--- src/rtl/core/rau_pkg.sv ---
`timescale 1ns / 1ps
`default_nettype none
// ----------------------------------------------------------------------------
// rau_pkg
// Shared widths, operation codes and the command structs for the shared units.
// ----------------------------------------------------------------------------
package rau_pkg;
    localparam int OperandBits = 16;
    localparam int MaxExponent = 3;
    localparam int ResBits     = 47;
    localparam int MagBits     = ResBits - 1;
    localparam int KindBits    = 3;
    localparam int CntBits     = 6;

    typedef enum logic [KindBits-1:0] {
        KIND_ADD = 3'd0,
        KIND_SUB = 3'd1,
        KIND_MUL = 3'd2,
        KIND_DIV = 3'd3,
        KIND_POW = 3'd4
    } t_kind;

    // Command into the shared multiplier.
    typedef struct packed {
        logic                      go;
        logic signed [ResBits-1:0] x;
        logic signed [ResBits-1:0] y;
    } t_mul_cmd;

    // Command into the shared divider.
    typedef struct packed {
        logic               go;
        logic [MagBits-1:0] dividend;
        logic [MagBits-1:0] divisor;
    } t_div_cmd;
endpackage
`default_nettype wire

--- src/rtl/core/rau_mul.sv ---
`timescale 1ns / 1ps
`default_nettype none
// ----------------------------------------------------------------------------
// rau_mul
// Shift-add signed multiplier, one bit of y per cycle, 47-bit wrapped result.
// ----------------------------------------------------------------------------
module rau_mul (
    input  wire logic                               i_clk,
    input  wire logic                               i_rst_n,
    input  wire rau_pkg::t_mul_cmd                  i_cmd,
    output logic                                    o_done,
    output logic signed [rau_pkg::ResBits-1:0]      o_prod
);
    logic [rau_pkg::ResBits-1:0] r_acc, r_x, r_y;
    logic [rau_pkg::CntBits-1:0] r_cnt;
    logic                        r_busy, r_done;

    always_ff @(posedge i_clk) begin
        if (!i_rst_n) begin
            r_busy <= 1'b0;
            r_done <= 1'b0;
        end else begin
            r_done <= r_busy && !i_cmd.go &&
                      (r_cnt == rau_pkg::CntBits'(rau_pkg::ResBits - 1));
            if (i_cmd.go) begin
                r_busy <= 1'b1;
                r_acc  <= '0;
                r_x    <= i_cmd.x;
                r_y    <= i_cmd.y;
                r_cnt  <= '0;
            end else if (r_busy) begin
                if (r_y[0]) r_acc <= r_acc + r_x;
                r_x   <= r_x << 1;
                r_y   <= r_y >> 1;
                r_cnt <= r_cnt + 1'b1;
                if (r_cnt == rau_pkg::CntBits'(rau_pkg::ResBits - 1)) begin
                    r_busy <= 1'b0;
                end
            end
        end
    end

    assign o_done = r_done;
    assign o_prod = r_acc;
endmodule
`default_nettype wire

--- src/rtl/core/rau_div.sv ---
`timescale 1ns / 1ps
`default_nettype none
// ----------------------------------------------------------------------------
// rau_div
// Restoring unsigned divider, one quotient bit per cycle.
// ----------------------------------------------------------------------------
module rau_div (
    input  wire logic                            i_clk,
    input  wire logic                            i_rst_n,
    input  wire rau_pkg::t_div_cmd               i_cmd,
    output logic                                 o_done,
    output logic [rau_pkg::MagBits-1:0]          o_quo,
    output logic [rau_pkg::MagBits-1:0]          o_rem
);
    logic [rau_pkg::MagBits-1:0] r_q, r_d;
    logic [rau_pkg::MagBits:0]   r_r;
    logic [rau_pkg::MagBits:0]   w_sh;
    logic [rau_pkg::CntBits-1:0] r_cnt;
    logic                        r_busy, r_done;

    assign w_sh = {r_r[rau_pkg::MagBits-1:0], r_q[rau_pkg::MagBits-1]};

    always_ff @(posedge i_clk) begin
        if (!i_rst_n) begin
            r_busy <= 1'b0;
            r_done <= 1'b0;
        end else begin
            r_done <= r_busy && !i_cmd.go &&
                      (r_cnt == rau_pkg::CntBits'(rau_pkg::MagBits - 1));
            if (i_cmd.go) begin
                r_busy <= 1'b1;
                r_q    <= i_cmd.dividend;
                r_d    <= i_cmd.divisor;
                r_r    <= '0;
                r_cnt  <= '0;
            end else if (r_busy) begin
                if (w_sh >= {1'b0, r_d}) begin
                    r_r <= w_sh - {1'b0, r_d};
                    r_q <= {r_q[rau_pkg::MagBits-2:0], 1'b1};
                end else begin
                    r_r <= w_sh;
                    r_q <= {r_q[rau_pkg::MagBits-2:0], 1'b0};
                end
                r_cnt <= r_cnt + 1'b1;
                if (r_cnt == rau_pkg::CntBits'(rau_pkg::MagBits - 1)) begin
                    r_busy <= 1'b0;
                end
            end
        end
    end

    assign o_done = r_done;
    assign o_quo  = r_q;
    assign o_rem  = r_r[rau_pkg::MagBits-1:0];
endmodule
`default_nettype wire

--- src/rtl/core/rational_arithmetic_unit_top.sv ---
`timescale 1ns / 1ps
`default_nettype none
// ----------------------------------------------------------------------------
// rational_arithmetic_unit_top
// Fraction add/sub/mul/div/power with GCD reduction and compare flags.
// ----------------------------------------------------------------------------
// Usage:
//  - Drive i_kind and the four operands, pulse start while busy is low.
//    The beat is taken at that edge; busy stays high until the result.
//  - The result is on o_res_* for one cycle with o_valid high. There is no
//    back pressure: the receiver must take it in that cycle.
// Sequencing: a sequencer drives one shared shift-add multiplier and one
//  restoring divider. The products come first: two compare cross products
//  plus up to six result products. Items that skip reduction raise o_valid
//  once the products are done. Reduced items add a settle pass through
//  S_OUT, the Euclid steps (up to about 66 for 46-bit values) and the two
//  exact divisions.
// Throughput: one item at a time; the next start is taken once busy falls.
// Reset: synchronous active low; the sequencer returns to idle, no result.
// ----------------------------------------------------------------------------
module rational_arithmetic_unit_top (
    input  wire logic                                      i_clk,
    input  wire logic                                      i_rst_n,
    input  wire logic                                      start,
    output logic                                           busy,
    input  wire logic [rau_pkg::KindBits-1:0]              i_kind,
    input  wire logic signed [rau_pkg::OperandBits-1:0]    i_a_num,
    input  wire logic signed [rau_pkg::OperandBits-1:0]    i_a_den,
    input  wire logic signed [rau_pkg::OperandBits-1:0]    i_b_num,
    input  wire logic signed [rau_pkg::OperandBits-1:0]    i_b_den,
    output logic                                           o_valid,
    output logic signed [rau_pkg::ResBits-1:0]             o_res_num,
    output logic signed [rau_pkg::ResBits-1:0]             o_res_den,
    output logic                                           o_a_greater,
    output logic                                           o_a_less,
    output logic                                           o_exp_error
);
    localparam int RB = rau_pkg::ResBits;
    localparam int MB = rau_pkg::MagBits;

    typedef enum logic [7:0] {
        S_IDLE = 8'b0000_0001,
        S_MUL  = 8'b0000_0010,  // issue one product
        S_MWT  = 8'b0000_0100,  // wait for product
        S_GCD  = 8'b0000_1000,  // issue m % n
        S_GWT  = 8'b0001_0000,
        S_QN   = 8'b0010_0000,  // issue exact divisions
        S_QWT  = 8'b0100_0000,
        S_OUT  = 8'b1000_0000
    } t_state;

    t_state r_st;
    logic [rau_pkg::KindBits-1:0] r_kind;
    logic signed [RB-1:0] r_an, r_ad, r_bn, r_bd;
    logic signed [RB-1:0] r_lhs, r_rhs, r_rn, r_rd, r_t;
    logic [2:0]  r_step;   // product sequence index
    logic        r_second; // second exact division
    logic [MB-1:0] r_m, r_n;
    logic        r_err, r_red;
    logic [RB-1:0] r_onum, r_oden;
    logic        r_ogt, r_olt, r_oerr, r_ovalid;

    rau_pkg::t_mul_cmd w_mcmd;
    rau_pkg::t_div_cmd w_dcmd;
    logic          w_mdone, w_ddone;
    logic signed [RB-1:0] w_prod;
    logic [MB-1:0] w_quo, w_rem;

    rau_mul u_mul (.i_clk, .i_rst_n, .i_cmd(w_mcmd), .o_done(w_mdone), .o_prod(w_prod));
    rau_div u_div (.i_clk, .i_rst_n, .i_cmd(w_dcmd), .o_done(w_ddone),
                   .o_quo(w_quo), .o_rem(w_rem));

    function automatic logic [MB-1:0] f_mag(input logic signed [RB-1:0] v);
        logic [RB-1:0] a;
        a = v[RB-1] ? -v : v;
        return a[MB-1:0];
    endfunction

    logic signed [RB-1:0] w_exp;
    logic w_pow_ok;
    assign w_exp    = r_bn;
    assign w_pow_ok = !r_bn[RB-1] && (r_bn <= RB'(rau_pkg::MaxExponent));

    // Raw operand passes through: bad exponent, divide by zero numerator,
    // undefined operation code.
    logic w_skip;
    assign w_skip = (r_kind == rau_pkg::KIND_POW && !w_pow_ok) ||
                    (r_kind == rau_pkg::KIND_DIV && r_bn == '0) ||
                    (r_kind > rau_pkg::KIND_POW);

    // Product list: step 0 lhs, 1 rhs, then per kind.
    // add/sub: 2 rd=ad*bd; mul: 2 rn=an*bn,3 rd; div: 2 rn=an*bd, 3 rd=ad*bn
    // pow: steps 2.. multiply rn by an then rd by ad, b_num times.
    always_comb begin
        w_mcmd = '0;
        if (r_st == S_MUL) begin
            w_mcmd.go = 1'b1;
            unique case (r_step)
                3'd0: begin w_mcmd.x = r_an; w_mcmd.y = r_bd; end
                3'd1: begin w_mcmd.x = r_bn; w_mcmd.y = r_ad; end
                default: begin
                    if (r_kind == rau_pkg::KIND_POW) begin
                        w_mcmd.x = r_step[0] ? r_rd : r_rn;
                        w_mcmd.y = r_step[0] ? r_ad : r_an;
                    end else if (r_kind == rau_pkg::KIND_MUL && r_step == 3'd2) begin
                        w_mcmd.x = r_an; w_mcmd.y = r_bn;
                    end else if (r_kind == rau_pkg::KIND_DIV) begin
                        w_mcmd.x = (r_step == 3'd2) ? r_an : r_ad;
                        w_mcmd.y = (r_step == 3'd2) ? r_bd : r_bn;
                    end else begin
                        w_mcmd.x = r_ad; w_mcmd.y = r_bd;
                    end
                end
            endcase
        end
        w_dcmd = '0;
        if (r_st == S_GCD) begin
            w_dcmd.go = 1'b1; w_dcmd.dividend = r_m; w_dcmd.divisor = r_n;
        end else if (r_st == S_QN) begin
            w_dcmd.go = 1'b1;
            w_dcmd.dividend = r_second ? f_mag(r_rd) : f_mag(r_rn);
            w_dcmd.divisor  = r_n;
        end
    end

    // Last product step index for the current kind.
    logic [2:0] w_last;
    always_comb begin
        unique case (r_kind)
            rau_pkg::KIND_ADD, rau_pkg::KIND_SUB: w_last = 3'd2;
            rau_pkg::KIND_MUL, rau_pkg::KIND_DIV: w_last = 3'd3;
            rau_pkg::KIND_POW: w_last = 3'd1 + 3'(w_exp[1:0]) * 3'd2;
            default: w_last = 3'd1;
        endcase
    end

    logic signed [RB-1:0] w_q;
    assign w_q = RB'(w_quo);

    always_ff @(posedge i_clk) begin
        if (!i_rst_n) begin
            r_st     <= S_IDLE;
            r_ovalid <= 1'b0;
        end else begin
            r_ovalid <= (r_st == S_OUT) && !r_red;
            unique case (r_st)
                S_IDLE: if (start) begin
                    r_kind <= i_kind;
                    r_an <= RB'(i_a_num); r_ad <= RB'(i_a_den);
                    r_bn <= RB'(i_b_num); r_bd <= RB'(i_b_den);
                    r_rn <= RB'(i_a_num); r_rd <= RB'(i_a_den);
                    r_step <= '0;
                    r_st <= S_MUL;
                end
                S_MUL: r_st <= S_MWT;
                S_MWT: if (w_mdone) begin
                    if (r_step == 3'd0) r_lhs <= w_prod;
                    else if (r_step == 3'd1) begin
                        r_rhs <= w_prod;
                        if (r_kind == rau_pkg::KIND_POW && w_pow_ok) begin
                            r_rn <= RB'(1); r_rd <= RB'(1);
                        end
                    end else if (r_kind == rau_pkg::KIND_POW) begin
                        if (r_step[0]) r_rd <= w_prod; else r_rn <= w_prod;
                    end else if (r_kind == rau_pkg::KIND_ADD ||
                                 r_kind == rau_pkg::KIND_SUB) begin
                        // raw add/sub numerator comes straight from cross products
                        r_rn <= (r_kind == rau_pkg::KIND_ADD) ?
                                r_lhs + r_rhs : r_lhs - r_rhs;
                        r_rd <= w_prod;
                    end else if (r_step == 3'd2) r_rn <= w_prod;
                    else r_rd <= w_prod;
                    if (r_step == 3'd1 && w_skip) begin
                        r_red <= 1'b0; r_st <= S_OUT;
                    end else if (r_step < w_last) begin
                        r_step <= r_step + 1'b1; r_st <= S_MUL;
                    end else begin
                        // one pass through S_OUT lets the last product settle
                        r_red <= 1'b1; r_st <= S_OUT;
                    end
                end
                S_GCD: r_st <= S_GWT;
                S_GWT: if (w_ddone) begin
                    if (w_rem == '0) begin
                        r_second <= 1'b0; r_st <= S_QN;
                    end else begin
                        r_m <= r_n; r_n <= w_rem; r_st <= S_GCD;
                    end
                end
                S_QN: r_st <= S_QWT;
                S_QWT: if (w_ddone) begin
                    if (!r_second) begin
                        r_t <= r_rn[RB-1] ? -w_q : w_q;
                        r_second <= 1'b1; r_st <= S_QN;
                    end else begin
                        if (r_rd[RB-1]) begin
                            r_rn <= -r_t; r_rd <= w_q;
                        end else begin
                            r_rn <= r_t; r_rd <= w_q;
                        end
                        r_red <= 1'b0; r_st <= S_OUT;
                    end
                end
                S_OUT: begin
                    if (r_red) begin
                        // load the gcd loop; zero numerator skips it
                        r_red <= 1'b0;
                        if (r_rn != '0) begin
                            r_m  <= f_mag(r_rd);
                            r_n  <= f_mag(r_rn);
                            r_st <= S_GCD;
                        end
                    end else begin
                        r_onum <= r_rn; r_oden <= r_rd;
                        r_ogt  <= r_lhs > r_rhs; r_olt <= r_lhs < r_rhs;
                        r_oerr <= (r_kind == rau_pkg::KIND_POW) && !w_pow_ok;
                        r_st <= S_IDLE;
                    end
                end
                default: r_st <= S_IDLE;
            endcase
        end
    end

    assign busy        = (r_st != S_IDLE);
    assign o_valid     = r_ovalid;
    assign o_res_num   = r_onum;
    assign o_res_den   = r_oden;
    assign o_a_greater = r_ogt;
    assign o_a_less    = r_olt;
    assign o_exp_error = r_oerr;
endmodule
`default_nettype wire

--- config.mk ---
export PLATFORM = sky130hd
export DESIGN_NAME = rational_arithmetic_unit_top
export DESIGN_NICKNAME = d
export VERILOG_FILES = /design/src/rtl/core/rau_pkg.sv /design/src/rtl/core/rau_mul.sv /design/src/rtl/core/rau_div.sv /design/src/rtl/core/rational_arithmetic_unit_top.sv
export SDC_FILE = /design/constraint.sdc
export NUM_CORES = 2
export LEC_CHECK = 0
export ABC_AREA = 1
export BUFFER_PORTS_ARGS = -buffer_cell sky130_fd_sc_hd__buf_2
export CAP_MARGIN = 10
export CORE_UTILIZATION = 40
export DETAILED_ROUTE_END_ITERATION = 6
export PLACE_DENSITY_LB_ADDON = 0.08
export SLEW_MARGIN = 40
export SYNTH_ARGS = -nofsm -noshare
export SYNTH_HDL_FRONTEND = slang
export SYNTH_SLANG_ARGS = --single-unit
--- constraint.sdc ---
create_clock -name i_clk -period 11.5 [get_ports i_clk]
set_input_delay 0.575 -clock i_clk [delete_from_list [all_inputs] [get_ports i_clk]]
set_output_delay 0.575 -clock i_clk [all_outputs]
set_load 0.05 [all_outputs]
==> impl_metrics.json <==
{
  "worst_setup_path_end_kind": "register",
  "rows": 133,
  "antenna_left": 0,
  "synthMuxAreaShare_pct": 0.0187,
  "maxSlewHeadroom_pct": 35.1,
  "yosysWarnings": 0,
  "wl_per_cell_um": 26.8,
  "max_freq_mhz": 236,
  "netlist_area_um2": 53500,
  "synth-simple-area-share_pct": 25.9,
  "clk_latency_ps": 730,
  "grt_start_max_net_pins": 92,
  "antenna_found_initial": 12,
  "grt-ovfl-total": 0,
  "synthFlopType": "edfxtp_1",
  "die_w_um": 368,
  "dp_cells": 8744,
  "synth_top_family_by_area": "simple AND/OR/NAND/NOR gates",
  "async_flop_share_pct": 0,
  "drc_errors": 5,
  "slew_viol_final": 0,
  "p_per_area_nw_per_um2": 150,
  "dieArea_um2": 135000,
  "setup_viol": 0,
  "tns_ps": 0,
  "cp.arrival_ps": 4600,
  "drt_iter0_drc": 6482,
  "worstPathMaxFanout": 63,
  "core_area_um2": 132000,
  "r2r_slack_ps": 7260,
  "yosys.area_share.xor_xnor_pct": 2.69,
  "clk_pin_slew_ps": 60,
  "numCtsBuffers": 97,
  "period_share_pct": 36.9,
  "post-dp-hpwl_um": 190000,
  "violations": "design-rule violations",
  "drv_cap": 0,
  "cts_max_path_buffers": 3,
  "final_cell_mix": "nand2_1 (1926), inv_1 (1001), edfxtp_1 (787)",
  "finalCriticalPeriod_ps": 4240,
  "fin_util_pct": 45.2,
  "place_congestion": 1.04,
  "area_delta_synth_final_pct": 11.6,
  "die_y_um": 368,
  "fin_cells": 8943,
  "htree_num_levels": 3,
  "ir_worst_vdd_v": 0.000127,
  "portBuffers": 168,
  "synthDistinctLibCells": 64,
  "cts_tree": "done",
  "hp-class": "input pin to register",
  "layout-drive-gt1-share_pct": 6.71,
  "critical_path_class": "register to register",
  "power.total_w": 0.00898,
  "synth-edff-count": 787,
  "hold_viol": 0,
  "clock_sinks": 800,
  "rsz0062_at_grt": "no",
  "leakage_nw": 25.5,
  "dr_total_vias": 50670,
  "layout_commonest_cell": "nand2_1",
  "fillers": 13675,
  "root_buffer": "clkbuf_16",
  "ys_seq_elements": 800,
  "ys_seq_area_share_pct": 44.7,
  "start_kind": "register",
  "syn-instance-count": 6979,
  "nets": 7377,
  "wl_um": 240000,
  "num_io_pins": 169,
  "clock_skew_ps": 39.8,
  "syn_avg_cell_area_um2": 7.66,
  "worst_pin_slew_ps": 966,
  "synth_adder_area_share_pct": 4.81,
  "critPathRequiredTime_ps": 11870,
  "grt_pass1_vias": 47013,
  "status": "finished with violations",
  "syn-num-nets": 7252,
  "first_pass_iters": 7,
  "grt_first_pass_wirelength_um": 338000,
  "start_util_pct": 40.5,
  "grt_usage_pct": 34.7,
  "vias_per_cell": 5.67,
  "synth-compound-area-share_pct": 12.9
}
[registers in the layout, indices dropped and copies added (netlist names), 46 cells and up]
signal and flops:
u_mul.o_prod 47, u_div.r_r 46, u_mul.r_y 47, r_rn 47, r_n 46, r_lhs 47, u_div.o_quo 46, o_res_num 47
r_t 47, r_rhs 47, r_rd 47, u_div.r_d 46, o_res_den 47, r_m 46, u_mul.r_x 47
[critical path, stage by stage (launching register included)]
cell and delay (ps):
edfxtp_1 370, inv_1 190, ha_1 350, nand4_1 180
nor2_1 480, nand4_1 280, nor2_1 710, nand2_1 140
nand4_2 190, inv_1 80, o21ai_1 170, nor2_4 170
buf_16 220, buf_6 250
[layout make-up]
class	instances	area, um2	area share [%]
flip-flops and latches	800	23900	40.0
inverters	1029	3870	6.48
clock inverters	69	763	1.28
multi-input cells	4932	24900	41.7
clock buffers	110	2500	4.18
repair buffers	244	1560	2.61
well taps	1755	2200	3.68
diodes	4	10.0	0.0168
[cells in the mapped netlist, types with 13 or more instances]
master	n	area share [%]
ha_1	199	4.7
o221ai_1	35	0.57
dfxtp_1	13	0.49
nand3b_1	15	0.21
a31oi_1	34	0.40
o21ai_0	474	4.4
nand4_1	101	1.2
nor2_1	770	5.4
a21oi_1	391	3.7
nand3_1	367	3.4
edfxtp_1	787	44
o21a_1	15	0.21
nor3_1	82	0.77
xnor2_1	21	0.34
o211ai_1	85	1.2
buf_2	71	0.66
o21ai_1	23	0.22
clkbuf_1	106	0.74
a221oi_1	39	0.64
inv_1	1006	7.1
o21bai_1	37	0.52
xor2_1	143	2.3
nor4_1	33	0.39
nand2_1	1927	14
nor2_2	15	0.18
inv_2	20	0.14
buf_1	24	0.17
[per-stage QoR]
stage	area [um2]	hold slack (ps)	worst slack, ps
3_3_place_gp	56100	431	7260
3_5_place_dp	56200	444	7460
6_report	59700	31.0	7260
4_1_cts	59600	0.0113	7460
2_1_floorplan	53500	424	2640
5_1_grt	59700	20.2	7230
[per-layer routing]
metal	wire, um	GRT usage (%)
met1	107000	50.0
met2	97300	48.9
met3	25800	9.58
met4	9300	12.7
met5	10	0
[cells by family after synthesis]
group | after synthesis
simple gates | 3365
buf+inv | 1247
compound gates | 1199
flops | 800
fa+ha+maj | 203
xor+xnor | 164
mux | 1
[what timing repair did]
action,4_1_cts,5_1_grt
hold buffers,15,0
hold endpoints to repair,15,0
buffers inserted,0,0
gates resized for setup,0,0
[power by group]
part	leakage (nW)	internal, W	total [W]	switching (W)
sequential	7.24	0.00353	0.00379	0.000258
combinational	16.7	0.000475	0.00198	0.00151
clock	1.58	0.00186	0.00321	0.00135
total	25.5	0.00586	0.00898	0.00312
[final timing paths]
path / end / startpoint / cells past startpoint
max: r_m[34]$_DFFE_PP_ / r_rn[0]$_DFFE_PP_ / 13
min: r_bn[15]$_DFFE_PP_ / i_b_num[15] / 1
max reg2reg: r_m[34]$_DFFE_PP_ / r_rn[0]$_DFFE_PP_ / 13
min reg2reg: o_res_num[0]$_DFFE_PP_ / r_rn[0]$_DFFE_PP_ / 0
Note: power is estimated with default switching activity, not from simulation.
